File: config.mk
export PLATFORM = sky130hd
export DESIGN_NAME = servo_status_frame_receiver_flat
export DESIGN_NICKNAME = d
export VERILOG_FILES = /design/src/rtl/ssfr_pkg.sv /design/src/rtl/ssfr_if.sv /design/src/rtl/ssfr_frame_core.sv /design/src/rtl/servo_status_frame_receiver.sv /design/src/flat_wrapper.sv
export VERILOG_INCLUDE_DIRS = /design/src /design/src/rtl
export SDC_FILE = /design/constraint.sdc
export NUM_CORES = 1
export LEC_CHECK = 0
export ABC_CLOCK_PERIOD_IN_PS = 16200
export BUFFER_PORTS_ARGS = -buffer_cell sky130_fd_sc_hd__buf_2
export CAP_MARGIN = 20
export CELL_PAD_IN_SITES_DETAIL_PLACEMENT = 2
export CELL_PAD_IN_SITES_GLOBAL_PLACEMENT = 2
export CORE_MARGIN = 3
export CORE_UTILIZATION = 31
export DETAILED_ROUTE_END_ITERATION = 8
export PLACE_DENSITY = 0.74
export SETUP_SLACK_MARGIN = 0.4
export SKIP_CTS_REPAIR_TIMING = 1
export SLEW_MARGIN = 25
export SYNTH_ARGS = -nofsm -noshare
export SYNTH_HDL_FRONTEND = slang
export SYNTH_SLANG_ARGS = --single-unit
File: constraint.sdc
create_clock -name clk -period 16.2 [get_ports clk]
set_clock_uncertainty 0.2 [all_clocks]
set_input_delay 3.24 -clock clk [delete_from_list [all_inputs] [get_ports clk]]
set_output_delay 3.24 -clock clk [all_outputs]
set_load 0.01 [all_outputs]
File: src/rtl/servo_status_frame_receiver_defines.svh
// assertion macros for the servo status frame receiver
`ifndef SERVO_STATUS_FRAME_RECEIVER_DEFINES_SVH
`define SERVO_STATUS_FRAME_RECEIVER_DEFINES_SVH

`ifndef SYNTHESIS

// clocked check, skipped while reset is high
`define SSFR_ASSERT(lbl, ck, rs, prop, msg) \
  lbl: assert property (@(posedge ck) disable iff (rs) prop) else $error(msg);

// clocked check that also holds during reset
`define SSFR_ASSERT_ALWAYS(lbl, ck, prop, msg) \
  lbl: assert property (@(posedge ck) prop) else $error(msg);

`else

`define SSFR_ASSERT(lbl, ck, rs, prop, msg)
`define SSFR_ASSERT_ALWAYS(lbl, ck, prop, msg)

`endif

`endif

File: src/rtl/ssfr_pkg.sv
// types and constants shared by the servo status frame receiver
`default_nettype none

package ssfr_pkg;

  // request codes
  localparam logic [1:0] REQ_ARM  = 2'd0;
  localparam logic [1:0] REQ_BYTE = 2'd1;
  localparam logic [1:0] REQ_TICK = 2'd2;

  // receiver phases
  localparam logic [1:0] PH_IDLE  = 2'd0;
  localparam logic [1:0] PH_HUNT  = 2'd1;
  localparam logic [1:0] PH_SEEN  = 2'd2;
  localparam logic [1:0] PH_FRAME = 2'd3;

  // result kinds
  localparam logic KIND_PAYLOAD = 1'b0;
  localparam logic KIND_FINAL   = 1'b1;

  // final status codes
  localparam logic [1:0] ST_OK       = 2'd0;
  localparam logic [1:0] ST_TIMEOUT  = 2'd1;
  localparam logic [1:0] ST_CHECKSUM = 2'd2;
  localparam logic [1:0] ST_SERVO    = 2'd3;

  // configuration register indexes
  localparam logic CFG_BASE_TIMEOUT     = 1'b0;
  localparam logic CFG_PER_BYTE_TIMEOUT = 1'b1;

  localparam int unsigned CFG_DATA_W = 16;
  localparam int unsigned TICKS_W    = 17;
  localparam int unsigned POS_W      = 9;

  localparam logic [15:0] BASE_TIMEOUT_RESET     = 16'd600;
  localparam logic [7:0]  PER_BYTE_TIMEOUT_RESET = 8'd40;

  localparam logic [7:0]         SYNC_BYTE      = 8'hFF;
  localparam logic [8:0]         FRAME_OVERHEAD = 9'd6;
  localparam logic [8:0]         LEN_EXTRA      = 9'd2;
  localparam logic [POS_W-1:0]   HEADER_BYTES   = 9'd3;
  localparam logic [TICKS_W-1:0] TICKS_MAX      = 17'h1FFFF;

  typedef struct packed {
    logic [1:0] req_type;
    logic [7:0] rx_byte;
    logic [7:0] expected_payload_len;
  } req_t;

  typedef struct packed {
    logic       valid;
    logic       out_kind;
    logic [7:0] payload_byte;
    logic [7:0] payload_index;
    logic [1:0] status_code;
    logic [7:0] servo_id;
    logic [7:0] error_bits;
  } res_t;

endpackage

`default_nettype wire

File: src/rtl/ssfr_if.sv
// request and result channel interfaces
`default_nettype none

interface ssfr_req_if;
  logic       valid;
  logic       ready;
  logic [1:0] req_type;
  logic [7:0] rx_byte;
  logic [7:0] expected_payload_len;

  modport source (output valid, output req_type, output rx_byte,
                  output expected_payload_len, input ready);
  modport sink (input valid, input req_type, input rx_byte,
                input expected_payload_len, output ready);
endinterface

interface ssfr_res_if;
  logic       valid;
  logic       ready;
  logic       out_kind;
  logic [7:0] payload_byte;
  logic [7:0] payload_index;
  logic [1:0] status_code;
  logic [7:0] servo_id;
  logic [7:0] error_bits;

  modport source (output valid, output out_kind, output payload_byte,
                  output payload_index, output status_code, output servo_id,
                  output error_bits, input ready);
  modport sink (input valid, input out_kind, input payload_byte,
                input payload_index, input status_code, input servo_id,
                input error_bits, output ready);
endinterface

`default_nettype wire

File: src/rtl/ssfr_frame_core.sv
// frame state registers and per-request update logic
`default_nettype none
`include "servo_status_frame_receiver_defines.svh"

module ssfr_frame_core (
  input  wire logic                clk,
  input  wire logic                rst,
  input  wire logic                take,
  input  wire ssfr_pkg::req_t      req,
  input  wire logic [15:0]         base_ticks,
  input  wire logic [7:0]          per_byte_ticks,
  output ssfr_pkg::res_t           res
);
  import ssfr_pkg::*;

  logic [1:0]         phase, phase_next;
  logic [7:0]         expected_len, expected_len_next;
  logic [POS_W-1:0]   byte_position, byte_position_next;
  logic [7:0]         running_sum, running_sum_next;
  logic [TICKS_W-1:0] ticks_left, ticks_left_next;
  logic [7:0]         received_id, received_id_next;
  logic [7:0]         received_error, received_error_next;
  logic               length_mismatch, length_mismatch_next;

  logic [8:0]         frame_bytes;
  logic [16:0]        byte_ticks;
  logic [17:0]        deadline_sum;
  logic [TICKS_W-1:0] deadline;
  logic [8:0]         len_field;
  logic [POS_W-1:0]   last_position;

  // deadline = base + (len + 6) * per_byte, saturated to the counter range
  assign frame_bytes  = {1'b0, req.expected_payload_len} + FRAME_OVERHEAD;
  assign byte_ticks   = {8'b0, frame_bytes} * {9'b0, per_byte_ticks};
  assign deadline_sum = {2'b00, base_ticks} + {1'b0, byte_ticks};
  assign deadline     = deadline_sum[17] ? TICKS_MAX : deadline_sum[16:0];

  assign len_field     = {1'b0, expected_len} + LEN_EXTRA;
  assign last_position = HEADER_BYTES + {1'b0, expected_len};

  always_comb begin
    phase_next           = phase;
    expected_len_next    = expected_len;
    byte_position_next   = byte_position;
    running_sum_next     = running_sum;
    ticks_left_next      = ticks_left;
    received_id_next     = received_id;
    received_error_next  = received_error;
    length_mismatch_next = length_mismatch;
    res                  = '0;

    if (take) begin
      case (req.req_type)
        REQ_ARM: begin
          phase_next           = PH_HUNT;
          expected_len_next    = req.expected_payload_len;
          byte_position_next   = '0;
          running_sum_next     = '0;
          ticks_left_next      = deadline;
          received_id_next     = '0;
          received_error_next  = '0;
          length_mismatch_next = 1'b0;
        end
        REQ_TICK: begin
          if (phase != PH_IDLE) begin
            if (ticks_left <= TICKS_W'(1)) begin
              ticks_left_next  = '0;
              res.valid        = 1'b1;
              res.out_kind     = KIND_FINAL;
              res.status_code  = ST_TIMEOUT;
              res.servo_id     = received_id;
              res.error_bits   = received_error;
              phase_next       = PH_IDLE;
            end else begin
              ticks_left_next = ticks_left - TICKS_W'(1);
            end
          end
        end
        REQ_BYTE: begin
          if (phase != PH_IDLE) begin
            if (ticks_left == '0) begin
              // zero deadline: byte is dropped and the frame times out
              res.valid       = 1'b1;
              res.out_kind    = KIND_FINAL;
              res.status_code = ST_TIMEOUT;
              res.servo_id    = received_id;
              res.error_bits  = received_error;
              phase_next      = PH_IDLE;
            end else begin
              case (phase)
                PH_HUNT: begin
                  if (req.rx_byte == SYNC_BYTE) phase_next = PH_SEEN;
                end
                PH_SEEN: begin
                  if (req.rx_byte == SYNC_BYTE) begin
                    phase_next         = PH_FRAME;
                    byte_position_next = '0;
                    running_sum_next   = '0;
                  end else begin
                    phase_next = PH_HUNT;
                  end
                end
                PH_FRAME: begin
                  if (byte_position == last_position) begin
                    // checksum byte closes the frame
                    res.valid      = 1'b1;
                    res.out_kind   = KIND_FINAL;
                    res.servo_id   = received_id;
                    res.error_bits = received_error;
                    phase_next     = PH_IDLE;
                    if (length_mismatch)
                      res.status_code = ST_TIMEOUT;
                    else if (~running_sum != req.rx_byte)
                      res.status_code = ST_CHECKSUM;
                    else if (received_error != 8'd0)
                      res.status_code = ST_SERVO;
                    else
                      res.status_code = ST_OK;
                  end else begin
                    running_sum_next   = running_sum + req.rx_byte;
                    byte_position_next = byte_position + POS_W'(1);
                    case (byte_position)
                      POS_W'(0): received_id_next = req.rx_byte;
                      POS_W'(1): begin
                        if (len_field[8] || req.rx_byte != len_field[7:0])
                          length_mismatch_next = 1'b1;
                      end
                      POS_W'(2): received_error_next = req.rx_byte;
                      default: begin
                        res.valid         = 1'b1;
                        res.out_kind      = KIND_PAYLOAD;
                        res.payload_byte  = req.rx_byte;
                        res.payload_index = 8'(byte_position - HEADER_BYTES);
                      end
                    endcase
                  end
                end
                default: ;
              endcase
            end
          end
        end
        default: ;
      endcase
    end
  end

  always_ff @(posedge clk) begin
    if (rst) begin
      phase           <= PH_IDLE;
      expected_len    <= '0;
      byte_position   <= '0;
      running_sum     <= '0;
      ticks_left      <= '0;
      received_id     <= '0;
      received_error  <= '0;
      length_mismatch <= 1'b0;
    end else begin
      phase           <= phase_next;
      expected_len    <= expected_len_next;
      byte_position   <= byte_position_next;
      running_sum     <= running_sum_next;
      ticks_left      <= ticks_left_next;
      received_id     <= received_id_next;
      received_error  <= received_error_next;
      length_mismatch <= length_mismatch_next;
    end
  end

  `SSFR_ASSERT(a_idle_silent, clk, rst, (take && phase == PH_IDLE && req.req_type != REQ_ARM) |-> !res.valid, "result from idle receiver")
  `SSFR_ASSERT(a_final_idles, clk, rst, (take && res.valid && res.out_kind == KIND_FINAL) |=> phase == PH_IDLE, "final result did not end the frame")
  `SSFR_ASSERT(a_arm_hunts, clk, rst, (take && req.req_type == REQ_ARM) |=> (phase == PH_HUNT && byte_position == '0 && !length_mismatch), "arm did not restart reception")
  `SSFR_ASSERT(a_pos_bound, clk, rst, (phase == PH_FRAME) |-> byte_position <= last_position, "frame position ran past checksum")

endmodule

`default_nettype wire

File: src/rtl/servo_status_frame_receiver.sv
// servo status frame receiver top level
//
// requests come in on req: arm (sets payload length and deadline), a received
// serial byte, or one time tick. results leave on res: one per payload byte
// (out_kind 0, with its index) and one final status per frame (out_kind 1:
// ok, timeout or bad length, checksum error, servo error, plus id and error).
// bytes are dropped until two 0xff bytes arrive in a row; an arm while busy
// restarts reception without a result for the old frame.
// each request is handled in the cycle it is taken; its result, if any, sits
// in the result register from the next cycle on, and one request is taken
// every cycle while the result side keeps up.
// the result register is the only buffer: while res is stalled with a result
// pending, req.ready drops and no request is taken.
// reset (rst, synchronous) idles the receiver, empties the result register and
// loads the timeout registers with 600 and 40 ticks. the user must write the
// registers via cfg_we / cfg_index / cfg_data only while idle; the block does not check.
`default_nettype none
`include "servo_status_frame_receiver_defines.svh"

module servo_status_frame_receiver (
  input  wire logic                            clk,
  input  wire logic                            rst,
  input  wire logic                            cfg_we,
  input  wire logic                            cfg_index,
  input  wire logic [ssfr_pkg::CFG_DATA_W-1:0] cfg_data,
  ssfr_req_if.sink                             req,
  ssfr_res_if.source                           res
);
  import ssfr_pkg::*;

  logic [15:0] base_ticks;
  logic [7:0]  per_byte_ticks;
  logic        take;
  req_t        req_bus;
  res_t        core_res;
  res_t        res_q;
  logic        out_valid;

  always_ff @(posedge clk) begin
    if (rst) begin
      base_ticks     <= BASE_TIMEOUT_RESET;
      per_byte_ticks <= PER_BYTE_TIMEOUT_RESET;
    end else if (cfg_we) begin
      case (cfg_index)
        CFG_BASE_TIMEOUT:     base_ticks     <= cfg_data[15:0];
        CFG_PER_BYTE_TIMEOUT: per_byte_ticks <= cfg_data[7:0];
        default: ;
      endcase
    end
  end

  // take a request whenever the result register is free or draining
  assign req.ready = !out_valid || res.ready;
  assign take      = req.valid && req.ready;

  assign req_bus.req_type             = req.req_type;
  assign req_bus.rx_byte              = req.rx_byte;
  assign req_bus.expected_payload_len = req.expected_payload_len;

  ssfr_frame_core u_core (
    .clk            (clk),
    .rst            (rst),
    .take           (take),
    .req            (req_bus),
    .base_ticks     (base_ticks),
    .per_byte_ticks (per_byte_ticks),
    .res            (core_res)
  );

  always_ff @(posedge clk) begin
    if (rst) begin
      out_valid <= 1'b0;
    end else if (take) begin
      out_valid <= core_res.valid;
    end else if (res.ready) begin
      out_valid <= 1'b0;
    end
  end

  always_ff @(posedge clk) begin
    if (take && core_res.valid) res_q <= core_res;
  end

  assign res.valid         = out_valid;
  assign res.out_kind      = res_q.out_kind;
  assign res.payload_byte  = res_q.payload_byte;
  assign res.payload_index = res_q.payload_index;
  assign res.status_code   = res_q.status_code;
  assign res.servo_id      = res_q.servo_id;
  assign res.error_bits    = res_q.error_bits;

  `SSFR_ASSERT(a_result_lands, clk, rst, (take && core_res.valid) |=> out_valid, "result lost on the way to the output register")
  `SSFR_ASSERT(a_no_overwrite, clk, rst, (out_valid && !res.ready) |-> !take, "request taken over a pending result")
  `SSFR_ASSERT_ALWAYS(a_reset_empty, clk, rst |=> !out_valid, "result register not empty after reset")

endmodule

`default_nettype wire
File: src/flat_wrapper.sv
// flat-port wrapper written by rule: the top's interface ports become plain ports
module servo_status_frame_receiver_flat import ssfr_pkg::*;
  (clk, rst, cfg_we, cfg_index, cfg_data, req_valid, req_req_type, req_rx_byte, req_expected_payload_len, req_ready, res_valid, res_out_kind, res_payload_byte, res_payload_index, res_status_code, res_servo_id, res_error_bits, res_ready);
  ssfr_req_if req_i ();
  ssfr_res_if res_i ();
  input  wire logic clk;
  input  wire logic rst;
  input  wire logic cfg_we;
  input  wire logic cfg_index;
  input  wire logic [ssfr_pkg::CFG_DATA_W-1:0] cfg_data;
  input wire logic [$bits(req_i.valid)-1:0] req_valid;
  input wire logic [$bits(req_i.req_type)-1:0] req_req_type;
  input wire logic [$bits(req_i.rx_byte)-1:0] req_rx_byte;
  input wire logic [$bits(req_i.expected_payload_len)-1:0] req_expected_payload_len;
  output wire logic [$bits(req_i.ready)-1:0] req_ready;
  output wire logic [$bits(res_i.valid)-1:0] res_valid;
  output wire logic [$bits(res_i.out_kind)-1:0] res_out_kind;
  output wire logic [$bits(res_i.payload_byte)-1:0] res_payload_byte;
  output wire logic [$bits(res_i.payload_index)-1:0] res_payload_index;
  output wire logic [$bits(res_i.status_code)-1:0] res_status_code;
  output wire logic [$bits(res_i.servo_id)-1:0] res_servo_id;
  output wire logic [$bits(res_i.error_bits)-1:0] res_error_bits;
  input wire logic [$bits(res_i.ready)-1:0] res_ready;
  assign req_i.valid = req_valid;
  assign req_i.req_type = req_req_type;
  assign req_i.rx_byte = req_rx_byte;
  assign req_i.expected_payload_len = req_expected_payload_len;
  assign req_ready = req_i.ready;
  assign res_valid = res_i.valid;
  assign res_out_kind = res_i.out_kind;
  assign res_payload_byte = res_i.payload_byte;
  assign res_payload_index = res_i.payload_index;
  assign res_status_code = res_i.status_code;
  assign res_servo_id = res_i.servo_id;
  assign res_error_bits = res_i.error_bits;
  assign res_i.ready = res_ready;
  servo_status_frame_receiver u_core (.clk(clk), .rst(rst), .cfg_we(cfg_we), .cfg_index(cfg_index), .cfg_data(cfg_data), .req(req_i), .res(res_i));
endmodule
==> results.md <==
- Clock share of power: 36.3%
- Net Count, Synth: 1205
- R2R cell count: 17
- Skew-Pair Late Insertion Delay: 0.43 ns
- Yosys warnings: 0
- Worst EP required: 16.28 ns
- Final ANT Viol Nets: 0
- Simple-gate share of the synthesized area: 22.3%
- Hold Fails Final Rpt: 0
- Die Footprint: 0.0315 mm2
- Pleak: 4.36 nW
- EDFF count, synth: 35
- 1st-iter DRT viols: between 300 and 400
- Slew Viols, Final: 0
- Compound-Gate Fraction of Synth Area: 13.8%
- Worst Path Buf+Inv: 5
- Reg power frac: around 31%
- Num rows: 62
- Die X-Extent: 178 um
- FF-to-FF End: u_core.u_core.ticks_left[0]
- IO Pins: 77
- Status: finished, final reports clean
- Die H: 178 um
- H-tree Lvls: 4
- CP Capture Type: flop
- Combinational share of power: 33.1%
- DR vias: 7657
- First-pass GRT wire length: around 46 mm
- Flops & latches, synth: 121
- Min-delay src: u_core.base_ticks[7]
- F_max: 103 MHz
- RSZ-0062 raised after global routing: no
- Port Buf Inserts: 76
- Synth unique cells: 69
- Max FO, Critical Path: 14
- Worst Path Arrival: between 9 and 10 ns
- Share of layout cells above drive strength 1: around 12%
- Cts bufs inserted: 17
- Sum Neg Setup Slack: 0 ns
- Final setup vio count: 0
- Final wirelength: 28.4 mm
- Setup crit start kind: primary input
- DRC Markers: 0
- Number of diodes: 0
- Sw power: 0.000404 W
- Synth Area per Inst: 8.70 um2
- Ys flop type: dfxtp_1
- Cells along the critical path: buf_2, inv_1, ha_1, nor2_1, nand3_1, xnor2_1, nand2_1, fa_1, inv_1, fa_1, fa_1, inv_1, fa_1, inv_1, ha_1, a21o_1, a221o_1, o2111ai_1, nand3_1, a31oi_1, xnor2_2, o311ai_0, nand2_1
- Initial antenna violation count: 0
- Initial Util: 31.6%
- Net switching share of the total power: 37.2%
- Grt ovf: 0
- DRT Pass-1 Iters: 7
- Internal power: 0.000683 W
- Sequential share of the synthesized area: 30.4%
- Hold EP: u_core.base_ticks[7]
- Reg2Reg Setup Slack: 10.30 ns
- Root Buffer: clkbuf_16
- Max Cap Viol: 0
- DPL Wire Length: 20.8 mm
- Worst path max stage delay: 0.65 ns
- Worst-path clk slew: 0.07 ns
- Period minus WS final: 9.70 ns
- Nets@finish: between 1000 and 1500
- Max VDD drop: between 0.00004 and 0.00005 V
- Critical-path top delay cell: xnor2_1
- WL/cell: between 15 and 20 um
- Delay-heaviest family, CP: adder cells
- Clock Sinks: 121
- TritonCTS clock tree: built
- Via density: between 5 and 6
- Largest family of logic cells by synthesized area: simple AND/OR/NAND/NOR gates
- Vias in the first global route: between 8000 and 9000
- Total track usage: 18.3%
- Hold Path Cell Cnt: 2
- GP Congestion: 0.797
- Post-synthesis mux area share: less than 1%
- Fin crit share: ~60%
- Synth Area in Adders: 20.8%
- Pin count of the biggest net entering global routing: 65
- Design Power: about 0.0011 W
- Post-Syn Instances: 1048
- Reg-to-reg startpoint: u_core.per_byte_ticks[6]
- Commonest non-fill, non-tap cell in the layout: nand2_1
- WS Path Type: primary input to flop
- Clock buffer depth: 2
- Worst-Margin Slew: 0.898 ns
- Area Growth Syn to Fin: 14.2%
- Worst Hold Class: flop to flop
- Mapped Area: 0.00912 mm2
- Synth Area in XOR/XNOR: 5.47%
- Commonest non-fill, non-tap cells in the layout: 113 x nand2_1, 104 x inv_1, 86 x dfxtp_1, 76 x buf_2, 66 x nor2_1
- Slew headroom: 40.1%
- Fraction of registers with async set or reset after synthesis: 0%
- Power density over cell area: 104 mW/mm2
- Std-Cell Core Area: 0.0289 mm2
cell families after synthesis:
logic type / Yosys count
xor+xnor: 57
fa+ha+maj: 117
compound gates: 196
flops: 121
buf+inv: 156
simple gates: 397
mux: 4
cell usage after synthesis (3+ instances only):
cell type	n	area [um2]
o21ai_0	53	265
buf_1	3	11.3
or3_1	5	31.3
mux2i_1	4	40.0
or4_1	3	22.5
o21a_1	3	22.5
nand4_1	11	68.8
and2_1	52	325
a21o_1	13	97.6
a21oi_1	62	310
and3_1	16	100
buf_2	7	35.0
a22oi_1	7	52.6
o211ai_1	3	22.5
nor2b_1	27	169
o31ai_1	3	22.5
nor2_1	66	248
dfxtp_1	86	1720
xor2_1	18	158
nand3b_1	7	52.6
clkbuf_1	37	139
nand2b_1	15	93.8
nand2_1	113	424
buf_6	3	33.8
inv_1	104	390
a211oi_1	9	67.6
fa_1	58	1160
edfxtp_1	35	1050
a211o_1	4	35.0
xnor2_1	39	342
ha_1	59	738
a31oi_1	6	37.5
nor3_1	18	90.1
nor4_1	12	75.1
o311ai_0	6	52.6
o2111ai_1	3	26.3
nand3_1	38	190
layer usage:
metal / wire length, um / track usage [%] / share of wire (%) / vias to the layer above
met4: 377 / 4.35 / 1.3 / 0
met3: 701 / 2.52 / 2.5 / 20
li1: - / - / - / 3655
met5: 0 / 0 / 0 / -
met2: 14000 / 31.8 / 49 / 105
met1: 13200 / 24.1 / 47 / 3877
worst max path at each step:
stage,slack (ns),depth (start not counted),end,start
floorplan,7.29,23,u_core.u_core.ticks_left[2],req_expected_payload_len[1]
global placement,6.38,23,u_core.u_core.ticks_left[16],req_expected_payload_len[1]
detailed placement,6.21,23,u_core.u_core.ticks_left[8],req_expected_payload_len[1]
CTS,6.45,23,u_core.u_core.ticks_left[0],req_expected_payload_len[1]
global route,6.06,23,u_core.u_core.ticks_left[4],req_expected_payload_len[1]
finish,6.50,23,u_core.u_core.ticks_left[0],req_expected_payload_len[1]
metrics by stage:
stage	utilization (%)	std cells	hold slack (ns)	worst slack (ns)	cell area [um2]
after floorplan	-	1048	0.235	7.29	9120
after global placement	34.0	1464	0.245	6.38	9810
after detailed placement	34.0	1464	0.254	6.21	9820
final	36.1	1496	0.261	6.50	10400
after global routing	36.1	1496	0.293	6.06	10400
after CTS	36.1	1496	0.263	6.45	10400
worst register-to-register path, cell delays in order, from the launching register on:
cell and delay (ns):
dfxtp_1 0.58, nand2_1 0.17, fa_1 0.53, fa_1 0.55, inv_1 0.05, fa_1 0.54, inv_1 0.06, fa_1 0.53
inv_1 0.04, ha_1 0.35, a21o_1 0.20, a221o_1 0.42, o2111ai_1 0.29, nand3_1 0.12, a31oi_1 0.36, xnor2_2 0.29
o311ai_0 0.40, nand2_1 0.10
flip-flops by register name (all words and copies together), names as in the netlist:
signal	flops
u_core.u_core.phase	2
u_core.u_core.ticks_left	17
u_core.res.out_kind	1
u_core.u_core.expected_len	8
u_core.res.status_code	2
u_core.res.servo_id	8
u_core.u_core.byte_position	9
u_core.res.error_bits	8
u_core.res.payload_byte	8
u_core.u_core.received_error	8
u_core.u_core.length_mismatch	1
u_core.res.valid	1
u_core.res.payload_index	8
u_core.u_core.received_id	8
u_core.u_core.running_sum	8
u_core.base_ticks	16
u_core.per_byte_ticks	8
power groups by stage:
stage               clock (W)  combinational, W  sequential [W]
detailed placement          0          0.000362        0.000340
CTS                  0.000405          0.000367        0.000333
global route         0.000415          0.000413        0.000334
global placement            0          0.000349        0.000339
floorplan                   0          0.000272        0.000333
finish               0.000394          0.000360        0.000333
final cells by class:
| type | count | area, um2 |
|---|---|---|
| clock inverter | 14 | 148 |
| tap | 384 | 480 |
| fill | 3273 | 18400 |
| timing repair buffer | 83 | 433 |
| inverter | 105 | 395 |
| clock buffer | 18 | 450 |
| sequential | 121 | 2770 |
| multi-input combinational | 771 | 5740 |
No activity file was read; power rests on OpenSTA's default activity.
